===== src/rtl/lfy_pkg.sv =====
// Shared constants and interface types for the LCG-driven permutation table.
// No dependencies; used by every module under rtl.
package lfy_pkg;

	localparam int SEED_W          = 32;
	localparam int ID_W            = 6;
	localparam int CNT_W           = 7;
	localparam int MAX_ENTRIES_DEF = 64;

	localparam logic [CNT_W-1:0]  ACTIVE_COUNT_RST = 7'd64;
	localparam logic [SEED_W-1:0] LCG_MUL          = 32'd1664525;
	localparam logic [SEED_W-1:0] LCG_ADD          = 32'd1013904223;

	localparam logic OP_SHUFFLE = 1'b0;
	localparam logic OP_LOOKUP  = 1'b1;

	typedef struct packed {
		logic              start;
		logic [SEED_W-1:0] dividend;
		logic [CNT_W-1:0]  divisor;
	} mod_ctl_t;

	typedef struct packed {
		logic             done;
		logic [CNT_W-1:0] rem;
	} mod_sts_t;

endpackage


===== src/rtl/lfy_mod.sv =====
// Bit-serial remainder unit: 32-bit dividend modulo a 7-bit divisor, one bit a cycle.
// Depends on lfy_pkg.
module lfy_mod (
	input  logic              clk,
	input  logic              arst_n,
	input  lfy_pkg::mod_ctl_t ctl,
	output lfy_pkg::mod_sts_t sts
);

	localparam int STEP_W = $clog2(lfy_pkg::SEED_W);

	logic [lfy_pkg::SEED_W-1:0] dvd_q;
	logic [lfy_pkg::CNT_W-1:0]  div_q;
	logic [lfy_pkg::CNT_W-1:0]  rem_q;
	logic [STEP_W-1:0]          cnt_q;
	logic                       busy_q;
	logic                       done_q;

	logic [lfy_pkg::CNT_W:0]    trial;
	logic [lfy_pkg::CNT_W:0]    diff;
	logic [lfy_pkg::CNT_W-1:0]  rem_nxt;

	assign trial   = {rem_q, dvd_q[lfy_pkg::SEED_W-1]};
	assign diff    = trial - {1'b0, div_q};
	assign rem_nxt = (trial >= {1'b0, div_q}) ? diff[lfy_pkg::CNT_W-1:0]
	                                          : trial[lfy_pkg::CNT_W-1:0];

	always_ff @(posedge clk or negedge arst_n) begin
		if (!arst_n) begin
			cnt_q  <= '0;
			busy_q <= 1'b0;
			done_q <= 1'b0;
		end else if (ctl.start) begin
			cnt_q  <= '0;
			busy_q <= 1'b1;
			done_q <= 1'b0;
		end else if (busy_q) begin
			cnt_q <= cnt_q + 1'b1;
			if (cnt_q == STEP_W'(lfy_pkg::SEED_W - 1)) begin
				busy_q <= 1'b0;
				done_q <= 1'b1;
			end
		end else begin
			done_q <= 1'b0;
		end
	end

	always_ff @(posedge clk) begin
		if (ctl.start) begin
			dvd_q <= ctl.dividend;
			div_q <= ctl.divisor;
			rem_q <= '0;
		end else if (busy_q) begin
			dvd_q <= {dvd_q[lfy_pkg::SEED_W-2:0], 1'b0};
			rem_q <= rem_nxt;
		end
	end

	assign sts.done = done_q;
	assign sts.rem  = rem_q;

endmodule


===== src/rtl/lfy_tbl.sv =====
// Permutation table memory: one write port, one registered read port.
// Depends on lfy_pkg for the default depth.
module lfy_tbl #(
	parameter int MAX_ENTRIES = lfy_pkg::MAX_ENTRIES_DEF
) (
	input  logic                           clk,
	input  logic                           we,
	input  logic [$clog2(MAX_ENTRIES)-1:0] waddr,
	input  logic [$clog2(MAX_ENTRIES)-1:0] wdata,
	input  logic [$clog2(MAX_ENTRIES)-1:0] raddr,
	output logic [$clog2(MAX_ENTRIES)-1:0] rdata
);

	localparam int IDX_W = $clog2(MAX_ENTRIES);

	logic [IDX_W-1:0] mem [MAX_ENTRIES];
	logic [IDX_W-1:0] rdata_q;

	always_ff @(posedge clk) begin
		if (we) begin
			mem[waddr] <= wdata;
		end
		rdata_q <= mem[raddr];
	end

	assign rdata = rdata_q;

endmodule


===== src/rtl/lcg_fisher_yates_permutation.sv =====
// Permutation table shuffled by Fisher-Yates with an LCG seed, plus entry lookup.
// Lookup: read in ST_LKRD, captured in ST_LKCAP, registered out in ST_PUSH; no new op is
// accepted until ST_PUSH hands off. Shuffle: identity fill of all entries, then n-1 swaps,
// each paced by the 32-step serial remainder unit and the table's one read and one write port.
// Reset: identity fill pass over all MAX_ENTRIES entries with in_stall high; active_count = 64.
// Depends on lfy_pkg, lfy_mod, lfy_tbl.
module lcg_fisher_yates_permutation #(
	parameter int MAX_ENTRIES = lfy_pkg::MAX_ENTRIES_DEF
) (
	input  logic                       clk,
	input  logic                       arst_n,
	input  logic                       cfg_we,
	input  logic [lfy_pkg::CNT_W-1:0]  cfg_wdata,
	input  logic                       in_valid,
	output logic                       in_stall,
	input  logic                       op,
	input  logic [lfy_pkg::SEED_W-1:0] seed,
	input  logic [lfy_pkg::ID_W-1:0]   index,
	output logic                       out_valid,
	input  logic                       out_stall,
	output logic [lfy_pkg::ID_W-1:0]   mapped_id,
	output logic                       out_of_range
);

	localparam int IDX_W = $clog2(MAX_ENTRIES);
	localparam int CW    = lfy_pkg::CNT_W;

	typedef enum logic [10:0] {
		ST_IDLE  = 11'b00000000001,
		ST_FILL  = 11'b00000000010,
		ST_MGO   = 11'b00000000100,
		ST_MRUN  = 11'b00000001000,
		ST_RDI   = 11'b00000010000,
		ST_RDJ   = 11'b00000100000,
		ST_WRI   = 11'b00001000000,
		ST_WRJ   = 11'b00010000000,
		ST_LKRD  = 11'b00100000000,
		ST_LKCAP = 11'b01000000000,
		ST_PUSH  = 11'b10000000000
	} state_t;

	state_t                     state_q;
	logic [CW-1:0]              active_count_q;
	logic [CW-1:0]              n_q;
	logic [CW-1:0]              i_q;
	logic [CW-1:0]              j_q;
	logic [lfy_pkg::SEED_W-1:0] seed_q;
	logic [IDX_W-1:0]           fill_q;
	logic [IDX_W-1:0]           vi_q;
	logic [CW-1:0]              idx_q;
	logic                       shuf_q;
	logic [lfy_pkg::ID_W-1:0]   res_id_q;
	logic                       res_oor_q;
	logic                       out_valid_q;
	logic [lfy_pkg::ID_W-1:0]   out_id_q;
	logic                       out_oor_q;

	logic [CW-1:0]              n_eff;
	logic                       in_acc;
	logic                       out_free;
	logic                       tbl_we;
	logic [IDX_W-1:0]           tbl_waddr;
	logic [IDX_W-1:0]           tbl_wdata;
	logic [IDX_W-1:0]           tbl_raddr;
	logic [IDX_W-1:0]           tbl_rdata;
	lfy_pkg::mod_ctl_t          mod_ctl;
	lfy_pkg::mod_sts_t          mod_sts;

	assign n_eff = (32'(active_count_q) > 32'(MAX_ENTRIES)) ? CW'(MAX_ENTRIES)
	                                                        : active_count_q;

	assign in_stall = (state_q != ST_IDLE);
	assign in_acc   = in_valid && !in_stall;
	assign out_free = !out_valid_q || !out_stall;

	assign mod_ctl.start    = (state_q == ST_MGO);
	assign mod_ctl.dividend = seed_q;
	assign mod_ctl.divisor  = n_q - i_q;

	always_comb begin
		tbl_we    = 1'b0;
		tbl_waddr = fill_q;
		tbl_wdata = fill_q;
		tbl_raddr = IDX_W'(idx_q);
		case (state_q)
			ST_FILL: begin
				tbl_we = 1'b1;
			end
			ST_RDI: begin
				tbl_raddr = IDX_W'(i_q);
			end
			ST_RDJ: begin
				tbl_raddr = IDX_W'(j_q);
			end
			ST_WRI: begin
				tbl_we    = 1'b1;
				tbl_waddr = IDX_W'(i_q);
				tbl_wdata = tbl_rdata;
			end
			ST_WRJ: begin
				tbl_we    = 1'b1;
				tbl_waddr = IDX_W'(j_q);
				tbl_wdata = vi_q;
			end
			default: begin
				tbl_we = 1'b0;
			end
		endcase
	end

	lfy_mod u_mod (
		.clk    (clk),
		.arst_n (arst_n),
		.ctl    (mod_ctl),
		.sts    (mod_sts)
	);

	lfy_tbl #(
		.MAX_ENTRIES (MAX_ENTRIES)
	) u_tbl (
		.clk   (clk),
		.we    (tbl_we),
		.waddr (tbl_waddr),
		.wdata (tbl_wdata),
		.raddr (tbl_raddr),
		.rdata (tbl_rdata)
	);

	always_ff @(posedge clk or negedge arst_n) begin
		if (!arst_n) begin
			active_count_q <= lfy_pkg::ACTIVE_COUNT_RST;
		end else if (cfg_we) begin
			active_count_q <= cfg_wdata;
		end
	end

	always_ff @(posedge clk or negedge arst_n) begin
		if (!arst_n) begin
			state_q     <= ST_FILL;
			fill_q      <= '0;
			shuf_q      <= 1'b0;
			i_q         <= '0;
			out_valid_q <= 1'b0;
		end else begin
			if ((state_q == ST_PUSH) && out_free) begin
				out_valid_q <= 1'b1;
			end else if (out_valid_q && !out_stall) begin
				out_valid_q <= 1'b0;
			end
			case (state_q)
				ST_IDLE: begin
					if (in_acc) begin
						if (op == lfy_pkg::OP_SHUFFLE) begin
							fill_q  <= '0;
							shuf_q  <= 1'b1;
							state_q <= ST_FILL;
						end else begin
							state_q <= ST_LKRD;
						end
					end
				end
				ST_FILL: begin
					fill_q <= fill_q + 1'b1;
					if (fill_q == IDX_W'(MAX_ENTRIES - 1)) begin
						i_q <= '0;
						if (!shuf_q) begin
							state_q <= ST_IDLE;
						end else if (n_q <= CW'(1)) begin
							state_q <= ST_PUSH;
						end else begin
							state_q <= ST_MGO;
						end
					end
				end
				ST_MGO: begin
					state_q <= ST_MRUN;
				end
				ST_MRUN: begin
					if (mod_sts.done) begin
						state_q <= ST_RDI;
					end
				end
				ST_RDI: begin
					state_q <= ST_RDJ;
				end
				ST_RDJ: begin
					state_q <= ST_WRI;
				end
				ST_WRI: begin
					state_q <= ST_WRJ;
				end
				ST_WRJ: begin
					i_q <= i_q + 1'b1;
					if (({1'b0, i_q} + (CW+1)'(2)) < {1'b0, n_q}) begin
						state_q <= ST_MGO;
					end else begin
						state_q <= ST_PUSH;
					end
				end
				ST_LKRD: begin
					state_q <= ST_LKCAP;
				end
				ST_LKCAP: begin
					state_q <= ST_PUSH;
				end
				ST_PUSH: begin
					if (out_free) begin
						shuf_q  <= 1'b0;
						state_q <= ST_IDLE;
					end
				end
				default: begin
					state_q <= ST_IDLE;
				end
			endcase
		end
	end

	always_ff @(posedge clk) begin
		if (in_acc) begin
			seed_q    <= seed;
			n_q       <= n_eff;
			idx_q     <= {1'b0, index};
			res_id_q  <= '0;
			res_oor_q <= (op == lfy_pkg::OP_LOOKUP) && !({1'b0, index} < n_eff);
		end
		if ((state_q == ST_MRUN) && mod_sts.done) begin
			j_q    <= i_q + mod_sts.rem;
			seed_q <= 32'(seed_q * lfy_pkg::LCG_MUL + lfy_pkg::LCG_ADD);
		end
		if (state_q == ST_RDJ) begin
			vi_q <= tbl_rdata;
		end
		if (state_q == ST_LKCAP) begin
			res_id_q <= res_oor_q ? '0 : lfy_pkg::ID_W'(tbl_rdata);
		end
		if ((state_q == ST_PUSH) && out_free) begin
			out_id_q  <= res_id_q;
			out_oor_q <= res_oor_q;
		end
	end

	assign out_valid    = out_valid_q;
	assign mapped_id    = out_id_q;
	assign out_of_range = out_oor_q;

endmodule


===== config.mk =====
export PLATFORM = sky130hd
export DESIGN_NAME = lcg_fisher_yates_permutation
export DESIGN_NICKNAME = d
export VERILOG_FILES = /design/src/rtl/lfy_pkg.sv /design/src/rtl/lfy_mod.sv /design/src/rtl/lfy_tbl.sv /design/src/rtl/lcg_fisher_yates_permutation.sv
export SDC_FILE = /design/constraint.sdc
export NUM_CORES = 1
export LEC_CHECK = 0
export BUFFER_PORTS_ARGS = -buffer_cell sky130_fd_sc_hd__buf_4
export CORE_ASPECT_RATIO = 2
export CORE_MARGIN = 2
export CORE_UTILIZATION = 58
export DETAILED_ROUTE_END_ITERATION = 8
export GPL_TIMING_DRIVEN = 1
export PLACE_DENSITY = 0.74
export SYNTH_ARGS = -nofsm -noshare
export SYNTH_HDL_FRONTEND = slang
export SYNTH_HIERARCHICAL = 1
export SYNTH_SLANG_ARGS = --single-unit

===== constraint.sdc =====
create_clock -name clk -period 5.6 [get_ports clk]
set_input_delay 0.84 -clock clk [delete_from_list [all_inputs] [get_ports clk]]
set_output_delay 0.84 -clock clk [all_outputs]
set_load 0.01 [all_outputs]

Word level (Yosys, flattened, before mapping). Memories as Yosys holds them, arrays and structs flattened. A register that Yosys moved wholly into a read port is not among the register bits. Index checks and enable logic that the tools add are counted.

Logic and storage cells: 121. Output and inout port bits: 9. Memories kept: 1. Register bits: 157. Input bits: 51. Bits in writable memories: 384.

Reduce and logical (&&, ||, !) cells: 22. $lt $le $gt $ge: 5. Mux-type cells: 43. Equality and inequality tests: 20. Add/subtract/negate cells: 8. Multiply operators: 1.

Memory list: u_tbl.mem (depth 64, width 6, read ports 1, clocked after memory_dff 1, write ports 1, RTL line lfy_tbl.sv:16) `logic [IDX_W-1:0] mem [MAX_ENTRIES];`.

Operators by type and width (count): two-way mux 32 bit (4); one-hot mux 11 bit (11 select lines) (1); two-way mux 11 bit (7); one-hot mux 6 bit (2 select lines) (4); adder 32 x 30 -> 32 bit (second input constant) (1); multiplier 32 x 21 -> 32 bit (second input constant) (1); two-way mux 6 bit (5); two-way mux 7 bit (3); two-way mux 1 bit (14); one-hot mux 7 bit (2 select lines) (1); nonzero test 2 bit (7); subtractor 7 bit (2); equality test 11 x 1 -> 1 bit (second input constant) (1); equality test 11 x 10 -> 1 bit (second input constant) (1); equality test 11 bit (second input constant) (1); equality test 11 x 2 -> 1 bit (second input constant) (1); equality test 11 x 3 -> 1 bit (second input constant) (1); equality test 11 x 4 -> 1 bit (second input constant) (1); equality test 11 x 5 -> 1 bit (second input constant) (1); equality test 11 x 6 -> 1 bit (second input constant) (1); equality test 11 x 7 -> 1 bit (second input constant) (1); equality test 11 x 8 -> 1 bit (second input constant) (1); equality test 11 x 9 -> 1 bit (second input constant) (1); != test 11 x 1 -> 1 bit (second input constant) (1); 25 further kinds (37).

Logic depth before layout (Yosys ltp). Gate-level depths: netlist of run 1.

Depth in word-level cells: 5. Mapped depth: 24. Gate-level depth less buffers: 24.

Cells and area by module. Netlist of run 1, hierarchy kept.

Modules (own cells, without submodules): lfy_tbl (sequential area each 11651.2 sq um, area an instance 15225.9 sq um, times used 1, cells an instance 720); lcg_fisher_yates_permutation (sequential area each 2960.3 sq um, area an instance 12205.5 sq um, times used 1, cells an instance 1235); lfy_mod (sequential area each 1486.4 sq um, area an instance 2651.3 sq um, times used 1, cells an instance 202).

Worst setup path after synthesis of run 1. OpenSTA, ideal clock, no wires.

Path type: reg2reg. Start: reg seed_q[1] (netlist bit). End: reg seed_q[30] (netlist bit), data pin. Data required time: 5.332 ns. Cell stages (with the launch flop): 22. Buffers on the path: 0. Arrival: 5.903 ns. Setup time: 0.268 ns. Clock period less this slack: 6.171 ns. Setup slack: -0.571 ns. Path through: edfxtp_1 > inv_1 > ha_1 > xor2_1 > xor2_1 > fa_1 > inv_1 > fa_1 > fa_1 > fa_1 > inv_1 > fa_1 > inv_1 > ha_1 > a21oi_1 > o21bai_1 > a211o_1 > o211ai_1 > a31oi_1 > o41ai_1 > mux2i_1 > o311ai_1.

Word-level cells in the longest chain between the ends: 3.

Ends and longest elaborated chain: from (decl) (RTL line lcg_fisher_yates_permutation.sv:47) `logic [lfy_pkg::SEED_W-1:0] seed_q;`; from (signal assigned) (RTL line lcg_fisher_yates_permutation.sv:229) `seed_q <= 32'(seed_q * lfy_pkg::LCG_MUL + lfy_pkg::LCG_ADD);`; multiplier 32 x 21 -> 32 bit (RTL line lcg_fisher_yates_permutation.sv:229); adder 32 x 30 -> 32 bit (RTL line lcg_fisher_yates_permutation.sv:229); two-way mux 32 bit (RTL line lcg_fisher_yates_permutation.sv:227) `if ((state_q == ST_MRUN) && mod_sts.done) begin`.

No other way between the ends. A chain may end at the register's enable or synchronous reset.

Worst setup path after layout of run 1.
Start: reg seed_q[4] (netlist bit). End: reg seed_q[30] (netlist bit), data pin.

The elaborated chain is that of the path after synthesis.

==> out/metrics.cfg, run 1 <==
[job]
drv_cap=0

[synth]
yosysUniqueCellTypes=83
synth_area_um2=30100
syn-num-nets=2543
synthFlopType=edfxtp_1
yosysWarnings=6
syn_avg_cell_area_um2=13.9
synth_area_leaders=edfxtp_1 (49%), fa_1 (9.3%), ha_1 (8.1%), mux4_2 (6.5%), inv_1 (4.1%)
ys_async_sr_fraction=0.0731
ys_ff_latch=547
syn_inst=2157
synth-seq-area-share=0.535
yosysTopAreaCellShare=0.493
synth_edf_count=494
yosysTopAreaCell=edfxtp_1

[timing]
max_slew_margin=0.189
fmax_mhz=169
rsz0062_at_grt=yes
period_minus_slack_ps=5910
finalMaxSlewViolations=0
setup_violations=7
hold_viol=0
finalCritPeriodShare=1.06
fin_ws_ps=-308
worstMarginPinSlew_ps=1210
finalClockSkew_ps=29.3

[worst_setup_path]
start_kind=flip-flop
path_cells=ha_4 > buf_6 > ha_4 > fa_1 > fa_1 > inv_2 > fa_1 > inv_1 > fa_1 > inv_1 > fa_1 > inv_1 > ha_2 > a21o_1 > a21oi_2 > o21bai_1 > a211o_1 > o211ai_1 > a31oi_4 > o41ai_2 > mux2i_1 > o311ai_1
required_ps=5930
crit_top_cell=fa_1
worstPathArrival_ps=6240
cpMaxStageDelayCell=fa_1
cp_max_fo=3
cp_slowest_stage_delay_ps=530
cp-end-kind=flip-flop
crit_type=flip-flop to flip-flop

[routing]
drtIter0Drc=1500
drt-pass1-iter-count=5
vias=18300
routed_wirelength_mm=78.6
drc=0
via_per_inst=5.99
post_drt_wl_per_cell_um=25.8
final_antenna_net_count=0

[floorplanning]
num_io_pins=60
placement_rows=118
fp.dieW_um=165
fp.dieH_um=326
dieArea_um2=53800
core_um2=51500
start_util=0.584

[clock_network]
cts.sinks=547
cts_buffers=48
clock_path_buffers=3
cts_max_level=2
cts_hold_buf=0
cts_tree=built
clk_root_buffer_cell=clkbuf_16
insertion_delay_ps=600
cts.clk_slew.worst_paths_ps=70

[global_routing]
grt_max_degree=65
grt_pass1_wl_mm=116
grt_pass1_vias=19600
grt_use_total=0.301
antenna_found_initial=2
grt_overflow=0

[finish]
fillers=3514
fin_util=0.671
drive_gt1_frac=0.239
finalNetCount=2735
area_delta_synth_final_pct=14.9

[placement]
numPortBuffers=59
gp_congestion=1.03
place_ws_ps=-382
hpwl_mm=57.8

[hold_path]
hold_path_class=input pin to async pin

[run_status]
violations=setup timing
status=finished, violations left

-- logic make-up (layout without fill, tap and decap cells) --
group,Yosys count,after routing,synth area share
other cells,0,1,0
mux,161,161,0.0950
simple gates,396,396,0.0649
flops,547,547,0.535
buf+inv,395,626,0.0539
xor+xnor,72,72,0.0210
fa+ha+maj,335,335,0.174
compound gates,251,251,0.0558
-- worst max-delay path: cells and delay by family (launching register included) --
family | cells | cell delay (ps)
flip-flops | 1 | 500
buffers and inverters | 5 | 330
adder cells (fa/ha/maj) | 8 | 3180
multiplexers | 1 | 240
AO/OA/AOI/OAI | 8 | 1410
-- routing by layer --
layer	routed length, µm	GRT usage	share of wire
met5	12	0	0.00015
met4	7570	0.232	0.096
met3	3990	0.0480	0.051
met2	43300	0.558	0.55
met1	23700	0.288	0.30
-- path summary, 6_finish.rpt --
kind                                           startpoint                             to  slack, ps  cells past startpoint
min in group clk                res_id_q[5]$_SDFFCE_PP0P_         mapped_id[5]$_DFFE_PP_        420                      0
worst max-delay path                  seed_q[4]$_DFFE_PP_           seed_q[30]$_DFFE_PP_       -310                     22
worst min register to register  res_id_q[5]$_SDFFCE_PP0P_         mapped_id[5]$_DFFE_PP_        420                      0
max in group asynchronous                          arst_n         state_q[1]$_DFFE_PN1P_       4970                      1
worst max register to register        seed_q[4]$_DFFE_PP_           seed_q[30]$_DFFE_PP_       -310                     22
worst min-delay path                               arst_n  active_count_q[0]$_DFFE_PN0P_        210                      1
-- state kept, by name, indices dropped and copies added (netlist names), 7 cells and up --
register	cells
active_count_q	7
state_q	11
u_mod/rem_q	7
u_tbl/mem	384
seed_q	32
n_q	7
u_mod/dvd_q	32
i_q	7
u_mod/div_q	7
-- placed cells by master (no fill, tap or decap), types with 20 or more instances in the layout --
cell type / count
edfxtp_1: 494
inv_1: 298
buf_4: 197
ha_1: 166
fa_1: 132
nor2_1: 119
nand2_1: 102
mux4_2: 87
mux2_2: 49
clkbuf_16: 48
xnor2_1: 46
dfrtp_1: 38
o21ai_0: 35
a21oi_1: 33
nand3_1: 29
inv_2: 29
ha_4: 22
a22oi_1: 20
-- stage by stage --
step | TNS (ps) | cell area, µm² | hold slack (ps) | std cells
floorplan | -108 | 30300 | 400 | 2157
global placement | -2090 | 32400 | 404 | 2950
detailed placement | -2860 | 32400 | 405 | 2950
CTS | -957 | 34300 | 221 | 3045
global route | -3070 | 34600 | 244 | 3048
finish | -1130 | 34600 | 215 | 3049
-- final cells by class --
type	instances	area (µm²)	share of cell area
sequential	547	16100	0.466
multi-input combinational	1215	13000	0.377
timing repair buffer	209	1640	0.0475
clock buffer	57	1250	0.0363
inverter	328	1230	0.0357
tap	660	826	0.0239
clock inverter	32	490	0.0142
antenna	1	2.50	0.0000724
-- synth_stat cells, drive strengths merged (4+ instances only) --
| master | instances |
|---|---|
| dfxtp | 13 |
| nor3 | 13 |
| a21oi | 44 |
| o21bai | 12 |
| nor2 | 121 |
| xnor2 | 50 |
| nand3b | 8 |
| o221ai | 9 |
| nand2b | 16 |
| or3b | 4 |
| clkbuf | 33 |
| or2 | 8 |
| nand4 | 8 |
| and2 | 13 |
| o22a | 6 |
| o22ai | 14 |
| a22oi | 22 |
| nor2b | 18 |
| o31ai | 8 |
| ha | 195 |
| nand2 | 114 |
| nand3 | 31 |
| mux4 | 93 |
| and3 | 10 |
| mux2 | 49 |
| nor3b | 15 |
| xor2 | 22 |
| a31oi | 10 |
| or3 | 5 |
| dfrtp | 38 |
| o21a | 9 |
| buf | 34 |
| inv | 328 |
| fa | 140 |
| a21o | 15 |
| edfxtp | 494 |
| a211oi | 14 |
| o21ai | 59 |
| mux2i | 19 |
-- repair_timing --
action,4_1_cts,5_1_grt
pin swaps,31,19
hold endpoints to repair,0,0
setup endpoints to repair,13,17
setup buffers,6,4
resized for setup,38,75
Power of run 1 is not shown: default switching activity piles up to over one toggle a cycle in this logic, so the estimate is an artifact.
==> inputs of run 2 (changes only) <==
- ABC_AREA: not set -> 1
- GPL_ROUTABILITY_DRIVEN: not set -> 0
==> run 2 against run 1 <==
The run still ends with setup timing left. Final cell count increased by 34%. Synthesized cell count increased by 50%. Clock-buffer cell count decreased by 4. Via count increased by 32%. Clock skew increased by 10 ps. Worst setup slack improved by 51 ps. Non-clock buffer count decreased by 6. Global-route usage increased by 2.7 points. Core utilization decreased by 0.16 points. Critical path type unchanged. Largest cell class unchanged. Highest routed layer unchanged.
==> out/metrics.cfg, run 2 <==
[run_status]
status=finished, violations left  ; unchanged
violations=setup timing  ; unchanged

[floorplanning]
dieArea_um2=56800  ; was 53800 µm²
num_io_pins=60  ; unchanged
core_um2=54400  ; was 51500 µm²
placement_rows=121  ; was 118
fp.dieW_um=169  ; was 165 µm
start_util=0.584  ; about the same
fp.dieH_um=335  ; was 326 µm

[clock_network]
cts_hold_buf=0  ; unchanged
cts_tree=built  ; unchanged
insertion_delay_ps=610  ; was 600 ps
cts_buffers=48  ; unchanged
cts_max_level=2  ; unchanged
cts.sinks=547  ; unchanged
cts.clk_slew.worst_paths_ps=70  ; about the same
clk_root_buffer_cell=clkbuf_16  ; unchanged
clock_path_buffers=3  ; unchanged

[hold_path]
hold_path_class=input pin to async pin  ; unchanged

[routing]
drt-pass1-iter-count=7  ; was 5
post_drt_wl_per_cell_um=23.0  ; was 25.8 µm
drc=0  ; unchanged
vias=24200  ; was 18300
drtIter0Drc=2348  ; was 1500
via_per_inst=5.90  ; was 5.99
routed_wirelength_mm=94.3  ; was 78.6 mm
final_antenna_net_count=0  ; unchanged

[placement]
place_ws_ps=-344  ; was -382 ps
numPortBuffers=59  ; unchanged
hpwl_mm=64.4  ; was 57.8 mm
dp.cells=3981  ; was 2950

[synth]
synthMostInstantiatedCell=nand2_1  ; was edfxtp_1
syn-num-nets=3618  ; was 2543
synthFlopType=edfxtp_1  ; unchanged
yosysTopAreaCell=edfxtp_1  ; unchanged
yosysWarnings=6  ; unchanged
yosysTopAreaCellShare=0.467  ; was 0.493
ys_async_sr_fraction=0.0731  ; unchanged
yosysUniqueCellTypes=60  ; was 83
synth_edf_count=494  ; unchanged
ys_top_cells_by_count=nand2_1 (911), edfxtp_1 (494), inv_1 (446)  ; was edfxtp_1 (494), inv_1 (328), ha_1 (195)
synth_area_leaders=edfxtp_1 (47%), nand2_1 (11%), fa_1 (8.8%), ha_1 (7.7%), nand3_1 (6.7%)  ; was edfxtp_1 (49%), fa_1 (9.3%), ha_1 (8.1%), mux4_2 (6.5%), inv_1 (4.1%)
synth-seq-area-share=0.507  ; was 0.535
ys_ff_latch=547  ; unchanged
synth_area_um2=31800  ; was 30100 µm²
syn_inst=3232  ; was 2157
syn_avg_cell_area_um2=9.83  ; was 13.9 µm²

[timing]
hold_slack_ps=223  ; was 215 ps
fin_ws_ps=-257  ; was -308 ps
max_slew_margin=0.153  ; was 0.189
hold_viol=0  ; unchanged
finalClockSkew_ps=39.6  ; was 29.3 ps
worstMarginPinSlew_ps=1260  ; was 1210 ps
setup_violations=13  ; was 7
period_minus_slack_ps=5860  ; was 5910 ps
fmax_mhz=171  ; was 169 MHz
finalCritPeriodShare=1.05  ; was 1.06
finalMaxSlewViolations=0  ; unchanged
rsz0062_at_grt=yes  ; unchanged
setup_tns_ps=-1700  ; was -1130 ps

[finish]
final_common_cell=nand2_1  ; was edfxtp_1
largest_reg_flops=384  ; unchanged
area_delta_synth_final_pct=14.5  ; was 14.9%
drive_gt1_frac=0.150  ; was 0.239
final_cells=4097  ; was 3049
final_cell_mix=nand2_1 (892), edfxtp_1 (494), nand3_1 (414)  ; was edfxtp_1 (494), inv_1 (298), buf_4 (197)
finalNetCount=3766  ; was 2735
top_regs=u_tbl/mem (384), seed_q (32), u_mod/dvd_q (32)  ; unchanged
regMostFlops=u_tbl/mem  ; unchanged

[worst_setup_path]
cpMaxStageDelayCell=fa_2  ; was fa_1
crit_top_cell=fa_1  ; unchanged
crit_type=flip-flop to flip-flop  ; unchanged
start_kind=flip-flop  ; unchanged
worstReg2RegEnd=seed_q[26]$_DFFE_PP_  ; was seed_q[30]$_DFFE_PP_
crit_family=adder cells  ; unchanged
endpoint=seed_q[26]$_DFFE_PP_  ; was seed_q[30]$_DFFE_PP_
timing.rr.start=seed_q[3]$_DFFE_PP_  ; was seed_q[4]$_DFFE_PP_
cp.depth=21  ; was 22
reg2reg_depth=21  ; was 22
cp-end-kind=flip-flop  ; unchanged
worst-path-buf-inv=6  ; was 5
ff2ff_setup_slack_ps=-260  ; was -310 ps
cp_max_fo=4  ; was 3
cp_slowest_stage_delay_ps=690  ; was 530 ps
worstPathArrival_ps=6220  ; was 6240 ps
required_ps=5970  ; was 5930 ps
path_cells=inv_2 > ha_4 > inv_1 > fa_1 > fa_1 > fa_1 > inv_2 > fa_1 > inv_2 > fa_1 > inv_1 > fa_2 > inv_2 > ha_4 > a21oi_4 > o21a_1 > a21boi_2 > nand3_2 > or2_0 > nand3_1 > nand2_1  ; was ha_4 > buf_6 > ha_4 > fa_1 > fa_1 > inv_2 > fa_1 > inv_1 > fa_1 > inv_1 > fa_1 > inv_1 > ha_2 > a21o_1 > a21oi_2 > o21bai_1 > a211o_1 > o211ai_1 > a31oi_4 > o41ai_2 > mux2i_1 > o311ai_1
startpoint=seed_q[3]$_DFFE_PP_  ; was seed_q[4]$_DFFE_PP_

[global_routing]
grt_max_degree=193  ; was 65
antenna_found_initial=5  ; was 2
grt_overflow=0  ; unchanged
grt_pass1_vias=24900  ; was 19600
grt_use_total=0.328  ; was 0.301
grt_pass1_wl_mm=138  ; was 116 mm

[job]
drv_cap=0  ; unchanged

[run 2: stage by stage]
step	area, µm²	util
after floorplan	31800	-
after global placement	33600	0.619
after detailed placement	33600	0.619
after CTS	35700	0.657
after global routing	36400	0.669
final	36400	0.669
[run 2: repair_timing]
| action | CTS | global route |
|---|---|---|
| setup buffers | 8 | 17 |
| endpoints found under the setup margin | 15 | 17 |
| pin swaps | 27 | 82 |
| gates resized for setup | 63 | 141 |
[run 2: per-layer routing]
metal / routed length, µm / share of wire / track usage / vias to the layer above
li1: - / - / - / 10900
met1: 29100 / 0.31 / 0.318 / 11500
met2: 47500 / 0.50 / 0.579 / 1234
met3: 7100 / 0.075 / 0.0700 / 532
met4: 10500 / 0.11 / 0.293 / 6
met5: 44 / 0.00047 / 0 / -
[run 2: cells by family after synthesis]
logic type / Yosys count / synth area share
simple gates: 1608 / 0.221
buf+inv: 566 / 0.0713
flops: 547 / 0.507
fa+ha+maj: 335 / 0.165
compound gates: 136 / 0.0250
xor+xnor: 40 / 0.0110
[run 2: worst min path at each step]
stage / from / to / slack (ps) / cells after the start
finish: arst_n / i_q[2]$_DFFE_PN0P_ / 220 / 1
global route: arst_n / i_q[2]$_DFFE_PN0P_ / 260 / 1
CTS: arst_n / active_count_q[0]$_DFFE_PN0P_ / 230 / 1
detailed placement: res_id_q[3]$_SDFFCE_PP0P_ / mapped_id[3]$_DFFE_PP_ / 410 / 0
global placement: res_id_q[3]$_SDFFCE_PP0P_ / mapped_id[3]$_DFFE_PP_ / 410 / 0
floorplan: res_id_q[0]$_SDFFCE_PP0P_ / mapped_id[0]$_DFFE_PP_ / 400 / 0
[run 2: final cells by class]
| cell class | count | area (µm²) |
|---|---|---|
| Fill cell | 3912 | 18000 |
| Inverter | 461 | 1750 |
| Tap cell | 676 | 846 |
| Timing Repair Buffer | 203 | 1580 |
| Multi-Input combinational cell | 2119 | 14400 |
| Clock buffer | 53 | 1250 |
| Antenna cell | 2 | 5.00 |
| Sequential cell | 547 | 16100 |
| Clock inverter | 36 | 468 |
Power of run 2 is left out for the same reason.
